File: src/fmva_pkg.sv
// shared types, constants and helpers for the fm voice allocator
package fmva_pkg;

  localparam int unsigned VoiceCount = 18;
  localparam int unsigned StampBits  = 32;
  localparam int unsigned IdxBits    = 5;
  localparam int unsigned PartnerOfs = 3;

  localparam logic [1:0] MODE_OFF   = 2'd0;
  localparam logic [1:0] MODE_TWO   = 2'd1;
  localparam logic [1:0] MODE_FOUR  = 2'd2;
  localparam logic [1:0] MODE_BOUND = 2'd3;

  localparam logic [2:0] ADDR_ACTIVE = 3'd0;
  localparam logic [2:0] ADDR_FOUROP = 3'd4;

  typedef struct packed {
    logic [1:0]           mode;
    logic [StampBits-1:0] stamp;
    logic [6:0]           key;
    logic [3:0]           owner;
  } voice_t;

  function automatic logic is_head(input logic [IdxBits-1:0] i);
    return (i < IdxBits'(3) || (i > IdxBits'(8) && i < IdxBits'(12)))
           && ({1'b0, i} + (IdxBits+1)'(PartnerOfs) < (IdxBits+1)'(VoiceCount));
  endfunction

  function automatic logic is_tail(input logic [IdxBits-1:0] i);
    return (i > IdxBits'(2) && i < IdxBits'(6)) || (i > IdxBits'(11) && i < IdxBits'(15));
  endfunction

endpackage

File: src/fm_voice_allocator_core.sv
// fm voice allocator top level: sequencer around a rotating ring of voice cells
// transfer to result valid: note on passes search rotation, pick, write rotation and done;
//   note off passes write rotation and done, a refused four-op goes straight to done
// throughput: one item at a time; next transfer taken the cycle after the result is
//   loaded, later while a result stalls
// reset: all voices off, stamps and the stamp counter zero, active_voices 18, four-op on
module fm_voice_allocator_core (
  input  logic        clk_i,
  input  logic        rst_ni,
  input  logic        in_valid_i,
  output logic        in_stall_o,
  input  logic        action_i,
  input  logic        four_op_i,
  input  logic [3:0]  midi_channel_i,
  input  logic [6:0]  note_number_i,
  output logic        out_valid_o,
  input  logic        out_stall_i,
  output logic        granted_o,
  output logic [4:0]  voice_index_o,
  output logic [1:0]  cost_tier_o,
  output logic [17:0] released_mask_o,
  input  logic        psel,
  input  logic        penable,
  input  logic        pwrite,
  input  logic [2:0]  paddr,
  input  logic [31:0] pwdata,
  output logic [31:0] prdata,
  output logic        pready
);
  localparam int unsigned N  = fmva_pkg::VoiceCount;
  localparam int unsigned IB = fmva_pkg::IdxBits;
  localparam int unsigned SB = fmva_pkg::StampBits;
  localparam int unsigned PO = fmva_pkg::PartnerOfs;

  // sequencer states
  localparam logic [2:0] S_IDLE  = 3'd0;
  localparam logic [2:0] S_SCAN  = 3'd1;  // note-on search rotation
  localparam logic [2:0] S_PICK  = 3'd2;  // choose best tier, ring parked at voice 0
  localparam logic [2:0] S_APPLY = 3'd3;  // write rotation (note on and note off)
  localparam logic [2:0] S_DONE  = 3'd4;  // load result register

  logic [2:0] st_q, st_d;

  // config registers
  logic [4:0] active_q;
  logic       fouren_q;
  assign pready = 1'b1;
  always_ff @(posedge clk_i or negedge rst_ni) begin
    if (!rst_ni) begin
      active_q <= 5'(N);
      fouren_q <= 1'b1;
    end else if (psel && penable && pwrite && pready) begin
      if (paddr == fmva_pkg::ADDR_ACTIVE) active_q <= pwdata[4:0];
      if (paddr == fmva_pkg::ADDR_FOUROP) fouren_q <= pwdata[0];
    end
  end
  always_comb begin
    prdata = '0;
    case (paddr)
      fmva_pkg::ADDR_ACTIVE: prdata = {27'd0, active_q};
      fmva_pkg::ADDR_FOUROP: prdata = {31'd0, fouren_q};
      default:               prdata = '0;
    endcase
  end

  // latched item
  logic       act_q, w4_q;
  logic [3:0] ch_q;
  logic [6:0] key_q;
  logic [4:0] nscan_q;

  // ring: cell k holds voice (pos_q + k) mod N; cell 0 is the head, the partner
  // slot (head+3) sits at cell 3; data moves from cell k+1 to cell k
  fmva_pkg::voice_t ring [N];
  fmva_pkg::voice_t head_in;   // head voice after its update, wraps to the last cell
  fmva_pkg::voice_t tail_new;  // partner voice after its update
  logic             tail_wr;
  logic             shift;
  logic [IB-1:0]    pos_q;     // voice index currently at cell 0
  logic [IB-1:0]    cnt_q;     // steps taken in this rotation

  for (genvar k = 0; k < N; k++) begin : g_cell
    fmva_pkg::voice_t nxt;
    if (k == N - 1) begin : g_wrap
      assign nxt = head_in;
    end else if (k == PO - 1) begin : g_tail
      // partner patch lands as the partner moves from cell 3 to cell 2
      assign nxt = tail_wr ? tail_new : ring[k+1];
    end else begin : g_mid
      assign nxt = ring[k+1];
    end
    fmva_cell u_cell (
      .clk_i  (clk_i),
      .rst_ni (rst_ni),
      .shift_i(shift),
      .prev_i (nxt),
      .voice_o(ring[k])
    );
  end

  // search state: best candidate per tier
  logic          bv_q [3];
  logic [SB-1:0] bt_q [3];
  logic [IB-1:0] bi_q [3];
  logic [SB-1:0] ctr_q, ctr_d;
  logic [SB-1:0] stamp_b;
  logic          found_q;
  logic [IB-1:0] win_q;
  logic [1:0]    tier_q;
  logic [17:0]   rel_q;

  // result register
  logic        ov_q;
  logic        og_q;
  logic [4:0]  oi_q;
  logic [1:0]  ot_q;
  logic [17:0] om_q;
  logic        out_free;

  // candidate evaluation of the head voice
  fmva_pkg::voice_t hv, pv;
  logic             in_range, cand;
  logic [1:0]       ctier;
  logic [SB-1:0]    cwhen;
  assign hv = ring[0];
  assign pv = ring[PO];
  assign in_range = pos_q < nscan_q;

  always_comb begin
    cand  = in_range && hv.mode != fmva_pkg::MODE_BOUND;
    ctier = 2'd0;
    cwhen = hv.stamp;
    if (w4_q) begin
      if (!fmva_pkg::is_head(pos_q)) cand = 1'b0;
      if (hv.mode != fmva_pkg::MODE_OFF) ctier = ctier + 2'd1;
      // compared time is the later of head and sounding partner
      if (pv.mode == fmva_pkg::MODE_TWO) begin
        ctier = ctier + 2'd1;
        if (pv.stamp > cwhen) cwhen = pv.stamp;
      end
    end else begin
      if (fmva_pkg::is_head(pos_q) || fmva_pkg::is_tail(pos_q) ||
          hv.mode != fmva_pkg::MODE_OFF) ctier = ctier + 2'd1;
      if (hv.mode != fmva_pkg::MODE_OFF) ctier = ctier + 2'd1;
    end
  end

  // apply phase decisions on the head voice
  logic        hit_off, hit_on, has_p;
  logic [17:0] rel_add;
  assign has_p = {1'b0, pos_q} + (IB+1)'(PO) < (IB+1)'(N);
  assign hit_off = act_q && in_range &&
                   (hv.mode == fmva_pkg::MODE_TWO || hv.mode == fmva_pkg::MODE_FOUR) &&
                   hv.owner == ch_q && hv.key == key_q;
  assign hit_on = !act_q && found_q && pos_q == win_q;
  assign stamp_b = ctr_q + SB'(1);

  // head stamp first, partner stamp second, one counter step each
  always_comb begin
    head_in  = hv;
    tail_new = pv;
    tail_wr  = 1'b0;
    rel_add  = '0;
    ctr_d    = ctr_q;
    if (st_q == S_APPLY) begin
      if (hit_off) begin
        head_in.mode   = fmva_pkg::MODE_OFF;
        head_in.stamp  = ctr_q;
        rel_add[pos_q] = 1'b1;
        ctr_d = ctr_q + SB'(1);
        if (hv.mode == fmva_pkg::MODE_FOUR && has_p) begin
          tail_wr        = 1'b1;
          tail_new.mode  = fmva_pkg::MODE_OFF;
          tail_new.stamp = stamp_b;
          rel_add[pos_q + IB'(PO)] = 1'b1;
          ctr_d = ctr_q + SB'(2);
        end
      end else if (hit_on) begin
        head_in.stamp = ctr_q;
        head_in.key   = key_q;
        head_in.owner = ch_q;
        ctr_d = ctr_q + SB'(1);
        if (w4_q) begin
          head_in.mode = fmva_pkg::MODE_FOUR;
          if (pv.mode == fmva_pkg::MODE_TWO) rel_add[pos_q + IB'(PO)] = 1'b1;
          tail_wr        = 1'b1;
          tail_new.mode  = fmva_pkg::MODE_BOUND;
          tail_new.stamp = stamp_b;
          tail_new.key   = key_q;
          tail_new.owner = ch_q;
          ctr_d = ctr_q + SB'(2);
        end else begin
          head_in.mode = fmva_pkg::MODE_TWO;
          // a two-op note on a four-op voice frees its partner
          if (hv.mode == fmva_pkg::MODE_FOUR && has_p) begin
            tail_wr        = 1'b1;
            tail_new.mode  = fmva_pkg::MODE_OFF;
            tail_new.stamp = stamp_b;
            rel_add[pos_q + IB'(PO)] = 1'b1;
            ctr_d = ctr_q + SB'(2);
          end
        end
      end
    end
  end

  // the ring moves one step every search and write cycle
  assign shift = (st_q == S_SCAN) || (st_q == S_APPLY);

  // result register parts the sides: a new item may start while a result waits
  assign in_stall_o = (st_q != S_IDLE);
  assign out_free   = !ov_q || !out_stall_i;

  logic do_in;
  assign do_in = in_valid_i && !in_stall_o;

  always_comb begin
    st_d = st_q;
    case (st_q)
      S_IDLE: begin
        if (do_in) begin
          if (action_i) st_d = S_APPLY;
          else if (four_op_i && !fouren_q) st_d = S_DONE;
          else st_d = S_SCAN;
        end
      end
      S_SCAN:  if (cnt_q == IB'(N-1)) st_d = S_PICK;
      S_PICK:  st_d = S_APPLY;
      S_APPLY: if (cnt_q == IB'(N-1)) st_d = S_DONE;
      S_DONE:  if (out_free) st_d = S_IDLE;
      default: st_d = S_IDLE;
    endcase
  end

  always_ff @(posedge clk_i or negedge rst_ni) begin
    if (!rst_ni) begin
      st_q    <= S_IDLE;
      pos_q   <= '0;
      cnt_q   <= '0;
      ctr_q   <= '0;
      act_q   <= 1'b0;
      w4_q    <= 1'b0;
      ch_q    <= '0;
      key_q   <= '0;
      nscan_q <= '0;
      found_q <= 1'b0;
      win_q   <= '0;
      tier_q  <= '0;
      rel_q   <= '0;
      for (int t = 0; t < 3; t++) begin
        bv_q[t] <= 1'b0;
        bt_q[t] <= '0;
        bi_q[t] <= '0;
      end
    end else begin
      st_q  <= st_d;
      ctr_q <= ctr_d;
      if (shift) begin
        pos_q <= (pos_q == IB'(N-1)) ? '0 : pos_q + IB'(1);
        cnt_q <= (cnt_q == IB'(N-1)) ? '0 : cnt_q + IB'(1);
      end
      if (do_in) begin
        act_q   <= action_i;
        w4_q    <= four_op_i;
        ch_q    <= midi_channel_i;
        key_q   <= note_number_i;
        nscan_q <= (active_q > 5'(N)) ? 5'(N) : active_q;
        cnt_q   <= '0;
        found_q <= 1'b0;
        rel_q   <= '0;
        tier_q  <= '0;
        win_q   <= '0;
        for (int t = 0; t < 3; t++) bv_q[t] <= 1'b0;
      end
      // oldest stamp wins, lowest index on ties
      if (st_q == S_SCAN && cand && (!bv_q[ctier] || cwhen < bt_q[ctier])) begin
        bv_q[ctier] <= 1'b1;
        bt_q[ctier] <= cwhen;
        bi_q[ctier] <= pos_q;
      end
      if (st_q == S_PICK) begin
        found_q <= bv_q[0] || bv_q[1] || bv_q[2];
        if (bv_q[0]) begin
          win_q  <= bi_q[0];
          tier_q <= 2'd0;
        end else if (bv_q[1]) begin
          win_q  <= bi_q[1];
          tier_q <= 2'd1;
        end else begin
          win_q  <= bi_q[2];
          tier_q <= 2'd2;
        end
      end
      if (st_q == S_APPLY) rel_q <= rel_q | rel_add;
    end
  end

  always_ff @(posedge clk_i or negedge rst_ni) begin
    if (!rst_ni) begin
      ov_q <= 1'b0;
      og_q <= 1'b0;
      oi_q <= '0;
      ot_q <= '0;
      om_q <= '0;
    end else if (st_q == S_DONE && out_free) begin
      ov_q <= 1'b1;
      og_q <= found_q && !act_q;
      oi_q <= (found_q && !act_q) ? win_q : '0;
      ot_q <= (found_q && !act_q) ? tier_q : '0;
      om_q <= rel_q;
    end else if (ov_q && !out_stall_i) begin
      ov_q <= 1'b0;
    end
  end

  assign out_valid_o     = ov_q;
  assign granted_o       = og_q;
  assign voice_index_o   = oi_q;
  assign cost_tier_o     = ot_q;
  assign released_mask_o = om_q;
endmodule

File: src/fmva_cell.sv
// one voice slot of the rotating voice ring
module fmva_cell (
  input  logic             clk_i,
  input  logic             rst_ni,
  input  logic             shift_i,
  input  fmva_pkg::voice_t prev_i,
  output fmva_pkg::voice_t voice_o
);
  fmva_pkg::voice_t v_q, v_d;

  // on a shift the cell takes its neighbor's voice, possibly patched by the sequencer
  always_comb begin
    v_d = v_q;
    if (shift_i) v_d = prev_i;
  end

  always_ff @(posedge clk_i or negedge rst_ni) begin
    if (!rst_ni) begin
      v_q.mode  <= fmva_pkg::MODE_OFF;
      v_q.stamp <= '0;
      v_q.key   <= '0;
      v_q.owner <= '0;
    end else begin
      v_q <= v_d;
    end
  end

  assign voice_o = v_q;
endmodule

File: config.mk
export PLATFORM = sky130hd
export DESIGN_NAME = fm_voice_allocator_core
export DESIGN_NICKNAME = d
export VERILOG_FILES = /design/src/fmva_pkg.sv /design/src/fm_voice_allocator_core.sv /design/src/fmva_cell.sv
export SDC_FILE = /design/constraint.sdc
export NUM_CORES = 2
export LEC_CHECK = 0
export ABC_AREA = 0
export ABC_CLOCK_PERIOD_IN_PS = 5100
export BUFFER_PORTS_ARGS = -buffer_cell sky130_fd_sc_hd__buf_2
export CORE_MARGIN = 2
export CORE_UTILIZATION = 40
export CTS_CLUSTER_SIZE = 40
export DETAILED_ROUTE_END_ITERATION = 8
export GPL_ROUTABILITY_DRIVEN = 1
export PLACE_DENSITY_LB_ADDON = 0.12
export SETUP_SLACK_MARGIN = 0.5
export SYNTH_ARGS = -nofsm -noshare
export SYNTH_HDL_FRONTEND = slang
export SYNTH_SLANG_ARGS = --single-unit
File: constraint.sdc
create_clock -name clk_i -period 5.1 [get_ports clk_i]
set_input_delay 0.51 -clock clk_i [delete_from_list [all_inputs] [get_ports clk_i]]
set_output_delay 0.51 -clock clk_i [all_outputs]
set_load 0.02 [all_outputs]
---- Yosys cells after proc, flatten, opt, wreduce, memory -nomap -nowiden ----
Index checks and enable logic that the tools add are counted.
storage, ports and cells
  bits in registers ....................... 1046
  output and inout bits ................... 61
operators by class
  add/subtract/negate cells ............... 8
  magnitude comparators ................... 18
  equality and inequality tests ........... 18
  mux-type cells .......................... 90
  bitwise operators ....................... 4
  reduce and logical (&&, ||, !) cells .... 52
operator list
  kind                   count
  $mux 32                10
  $mux 45                5
  $mux 18                9
  $mux 34                4
  $bwmux 96              1
  $bmux 32 s2            1
  $demux 32 s2           1
  $mux 5                 11
  $or 18x18->18          2
  $mux 11                3
  $add 32x1->32 const B  1
  $add 32x2->32 const B  1
  $gt 32x32->1           1
  $lt 32x32->1           1
  $mux 3                 8
  $logic_and 1x1->1      23
  $mux 2                 11
  $mux 1                 18
  $bwmux 15              1
  $pmux 3 s5             1
  $lt 5x6->1 const B     2
  $reduce_bool 2->1      6
  $add 5x1->5 const B    2
  $demux 1 s5            2
  other kinds (37)       65

---- Depth between registers and ports, before layout ----
  word-level depth ........................ 19
  mapped depth ............................ 21
  gate-level depth less buffers ........... 17

---- Cells and area by module ----
From an unflattened synthesis, not the netlist that was laid out.
unflattened totals
  cell total of the unflattened synthesis .. 3305
  area, all modules ....................... 48641.7 um^2
modules (own cells, without submodules)
  module                   times used  cells an instance  area each (um^2)  seq. area each (um^2)
  fmva_cell                18          95                 1874.3            1126.1
  fm_voice_allocator_core  1           1595               14904.3           5909.4

---- Least setup slack after synthesis ----
No wires, ideal clock.
  path type ............................... register to register
  start ................................... register g_cell[3].u_cell.v_q (netlist bit g_cell[3].u_cell.voice_o[30])
  end ..................................... register bt_q[45] (netlist bit)
  library setup time ...................... 125 ps
  arrival time ............................ 4783 ps
  setup slack ............................. 191 ps
  cell stages (with the launch flop) ...... 21
  buffers on the path ..................... 4
  cell sequence ........................... dfrtp_1 ha_1 a21oi_1 o21ai_1 a221o_1 o31ai_1 o31a_1 buf_2 buf_1 mux2_2 ha_1 a211oi_1 nor2_1 o211ai_1 a21oi_1 o31a_1 o41a_1 a211oi_2 buf_6 buf_6 mux2_4
between the ends
  word-level cells in the longest chain between the ends .. 7
RTL lines
  element                         RTL line                        source
  start: declaration              fmva_cell.sv:9                  fmva_pkg::voice_t v_q, v_d;
  start signal: assignment        fmva_cell.sv:24                 v_q <= v_d;
  $gt 32x32->1                    fm_voice_allocator_core.sv:139  if (pv.stamp > cwhen) cwhen = pv.stamp;
  $mux 32                         fm_voice_allocator_core.sv:139
  $mux 32                         fm_voice_allocator_core.sv:137  if (pv.mode == fmva_pkg::MODE_TWO) begin
  $mux 32                         fm_voice_allocator_core.sv:133  if (w4_q) begin
  net cwhen[9]                    fm_voice_allocator_core.sv:124  logic [SB-1:0] cwhen;
  $lt 32x32->1                    fm_voice_allocator_core.sv:276  if (st_q == S_SCAN && cand && (!bv_q[ctier] || cwhen < bt_q[ctier])) begin
  $logic_or 1x1->1                fm_voice_allocator_core.sv:276
  $logic_and 1x1->1               fm_voice_allocator_core.sv:276
  end signal: indexed assignment  fm_voice_allocator_core.sv:278  bt_q[ctier] <= cwhen;
  end: declaration                fm_voice_allocator_core.sv:103  logic [SB-1:0] bt_q [3];
The timed path passes the listed nets, and every way through them passes these cells.
A chain may end at the register's enable or synchronous reset.

---- Final worst setup path ----
  start ................................... register g_cell[3].u_cell.v_q (netlist bit g_cell[3].u_cell.voice_o[29])
  end ..................................... register bt_q[87] (netlist bit)
Same word-level chain as after synthesis.

==> flow_summary.toml <==
[placed_design]
dpl_cell_area_um2 = 47500
post-dp-hpwl_um = 60700
dp_slack_ns = -0.337
port_buffers = 60
dp.cells = 6257
gp_congestion = 0.835

[timing]
period_share = 1.01
finClkSkew_ns = 0.0178
finalSetupViolCount = 53
finalMaxSlewViolations = 0
whs_ns = 0.0586
worst_pin_slew_ns = 1.06
max_freq_mhz = 194
layout_min_cycle_time_ns = 5.16
rsz0062_at_grt = "true"
relSlewSlack = 0.296
hold_viol = 0
fin_ws_ns = -0.0570

[global_routing]
grt_use_total = 0.175
met2_usage = 0.251
grt_max_degree = 223
grt_pass1_vias = 30200
grt-busiest-layer = "met1"
grt_remaining_overflow = 0
use_met3 = 0.0258
grt_pass1_wl_um = 167000
antenna_found_initial = 0
grtUsageMet1 = 0.275

[floorplanning]
io_pins = 116
initial_core_util = 0.403
dieHeight_um = 338
die_w_um = 338
rows = 122
fp.coreArea_um2 = 111000
dieArea_um2 = 114000

[critical_path]
path_class = "reg2reg"
cp-end-kind = "register"
required_ns = 5.66
arrival_ns = 5.71
path_max_fanout = 9
cp-start-kind = "register"

[synthesis]
synthFlopType = "dfrtp_1"
async_flop_share = 1.00
yosys.area.top_type_share = 0.584
ys_warn_count = 0
synth_cell_types = 66
synthCells = 4778
syn_area_um2 = 44700
ys_ff_latch = 1046
synth-edff-count = 0
synth_area_leader_cell = "dfrtp_1"
synthTopCellsByArea = "dfrtp_1, nand2_1, mux2_2"
yosysSeqAreaShare = 0.585
syn_avg_cell_area_um2 = 9.36

[final_layout]
utilization = 0.475
fin_cells = 6500
diodes = 0
finalNetCount = 5058
final_common_cell = "nand2_1"
stdcell_area_um2 = 52600
mostFrequentLayoutCells = "nand2_1, dfrtp_1, o21ai_0"
area_delta_synth_final_pct = 17.6
fillCellCount = 10600
drive_gt1_frac = 0.144

[routing]
drc = 0
detailroute.via_count = 30900
vias_per_cell = 4.76
finalWirelength_um = 101000
antenna_left = 0
drtIter0Drc = 2584
dr.pass1.iters = 7
wl_per_cell_um = 15.5

[power]
seq_power_share = 0.407
leakage_nw = 27.7
power_density_nw_per_um2 = 420
intPower_mw = 14.7
p_sw_frac = 0.334
p_switching_mw = 7.37
max-vdd-ir-drop_v = 0.000505
power_frac_comb = 0.223
clkPwrFrac = 0.371

[clock_network]
clock_sinks = 1046
cts_made_buffers = 113
cts-htree-levels = 3
cts_tree = "yes"
clock_latency_ns = 0.69
clk_pin_slew_worst_paths_ns = 0.06
root_buffer = "clkbuf_16"
clock_path_buffers = 3

[outcome]
violations = "setup timing"
status = "finished with violations"

[worst_hold_path]
holdCritPathClass = "in2reg"

[run]
cap_violations = 0
-- cells in the mapped netlist (26+ instances only) --
cell	instances
mux2_4	37
inv_1	51
o21ai_0	184
dfrtp_1	1043
mux2_2	107
a21oi_1	102
nand3_1	54
nand2_1	2279
ha_1	80
nor2_1	112
a22oi_1	26
nor3_1	30
clkbuf_1	228
buf_4	29
mux2_1	37
xnor2_1	45
xor2_1	34
mux2i_1	84
-- path summary, 6_finish.rpt --
kind	from	to	slack [ns]	depth (start not counted)
worst max-delay path	g_cell[3].u_cell.voice_o[29]$_DFFE_PN0P_	bt_q[87]$_DFFE_PN0P_	-0.06	22
worst min-delay path	pwdata[2]	active_q[2]$_DFFE_PN0P_	0.06	2
worst max register to register	g_cell[3].u_cell.voice_o[29]$_DFFE_PN0P_	bt_q[87]$_DFFE_PN0P_	-0.06	22
worst min register to register	g_cell[9].u_cell.voice_o[21]$_DFFE_PN0P_	g_cell[8].u_cell.voice_o[21]$_DFFE_PN0P_	0.45	2
max in group asynchronous	rst_ni	g_cell[3].u_cell.voice_o[40]$_DFFE_PN0P_	3.28	3
min in group asynchronous	rst_ni	released_mask_o[6]$_DFFE_PN0P_	0.46	2
-- sequential cells by signal, summed over array words and instances (netlist names), 3 cells and up --
name / flops
g_cell.u_cell.voice_o: 810
bt_q: 96
ctr_q: 32
rel_q: 18
released_mask_o: 18
bi_q: 15
key_q: 7
active_q: 5
cnt_q: 5
nscan_q: 5
pos_q: 5
voice_index_o: 5
win_q: 5
ch_q: 4
bv_q: 3
st_q: 3
-- final cells by class --
type | instances | area, um^2 | share of cell area
sequential | 1046 | 26200 | 0.498
multi-input combinational | 3418 | 17900 | 0.341
clock buffer | 173 | 3370 | 0.0641
timing repair buffer | 292 | 2670 | 0.0507
tap | 1488 | 1860 | 0.0354
clock inverter | 31 | 367 | 0.00697
inverter | 52 | 195 | 0.00371
-- critical path, stage by stage (launching register included) --
cell       delay, ns
dfrtp_1         0.42
ha_4            0.29
nand4_1         0.15
nor4_4          0.29
buf_4           0.14
a21bo_2         0.21
o31a_1          0.27
buf_6           0.14
buf_12          0.14
buf_6           0.11
mux2_4          0.31
ha_4            0.16
a211oi_2        0.22
nor2_1          0.06
o211ai_1        0.17
a21oi_1         0.09
o31a_1          0.25
o41a_1          0.47
buf_6           0.17
a2111oi_4       0.21
buf_6           0.23
clkbuf_16       0.20
mux2_4          0.30
-- layer usage --
layer	up-vias	wire, um
met1	14900	52900
li1	15500	-
met4	0	1900
met2	362	42500
met3	121	3380
met5	-	0
-- power by group through the flow --
| stage | Combinational [mW] | Sequential, mW | Clock [mW] |
|---|---|---|---|
| 6_report | 4.91 | 8.98 | 8.18 |
| 5_1_grt | 5.41 | 9.02 | 8.79 |
| 4_1_cts | 4.87 | 8.98 | 8.46 |
| 3_5_place_dp | 4.77 | 9.12 | 0 |
| 3_3_place_gp | 4.76 | 9.12 | 0 |
| 2_1_floorplan | 3.33 | 9.02 | 0 |
-- what timing repair did --
action	in CTS	in global routing
gates resized for setup	109	56
pin swaps	10	12
gates cloned	5	6
hold buffers	2	0
setup buffers	19	7
endpoints found under the hold margin	77	0
setup endpoints to repair	114	114
-- per-stage QoR --
stage / total power [mW] / setup TNS [ns]
after floorplan: 12.4 / 0
after global placement: 13.9 / -25.63
after detailed placement: 13.9 / -27.11
after CTS: 22.3 / 0
after global routing: 23.2 / -17.21
final: 22.1 / -1.27
-- cell families (layout without fill, tap and decap cells) --
| group | Yosys count | after routing | synth area share |
|---|---|---|---|
| and+or+nand+nor | 2559 | 2559 | 0.222 |
| buffers and inverters | 340 | 548 | 0.0327 |
| other | 2 | 28 | 0.000168 |
| DFF | 1046 | 1046 | 0.585 |
| AOI/OAI and AO/OA | 406 | 406 | 0.0536 |
| adders and majority gates | 80 | 80 | 0.0224 |
| xor gates and xnor gates | 79 | 79 | 0.0155 |
| muxes | 266 | 266 | 0.0678 |
Power figures use the tool's default switching activity.
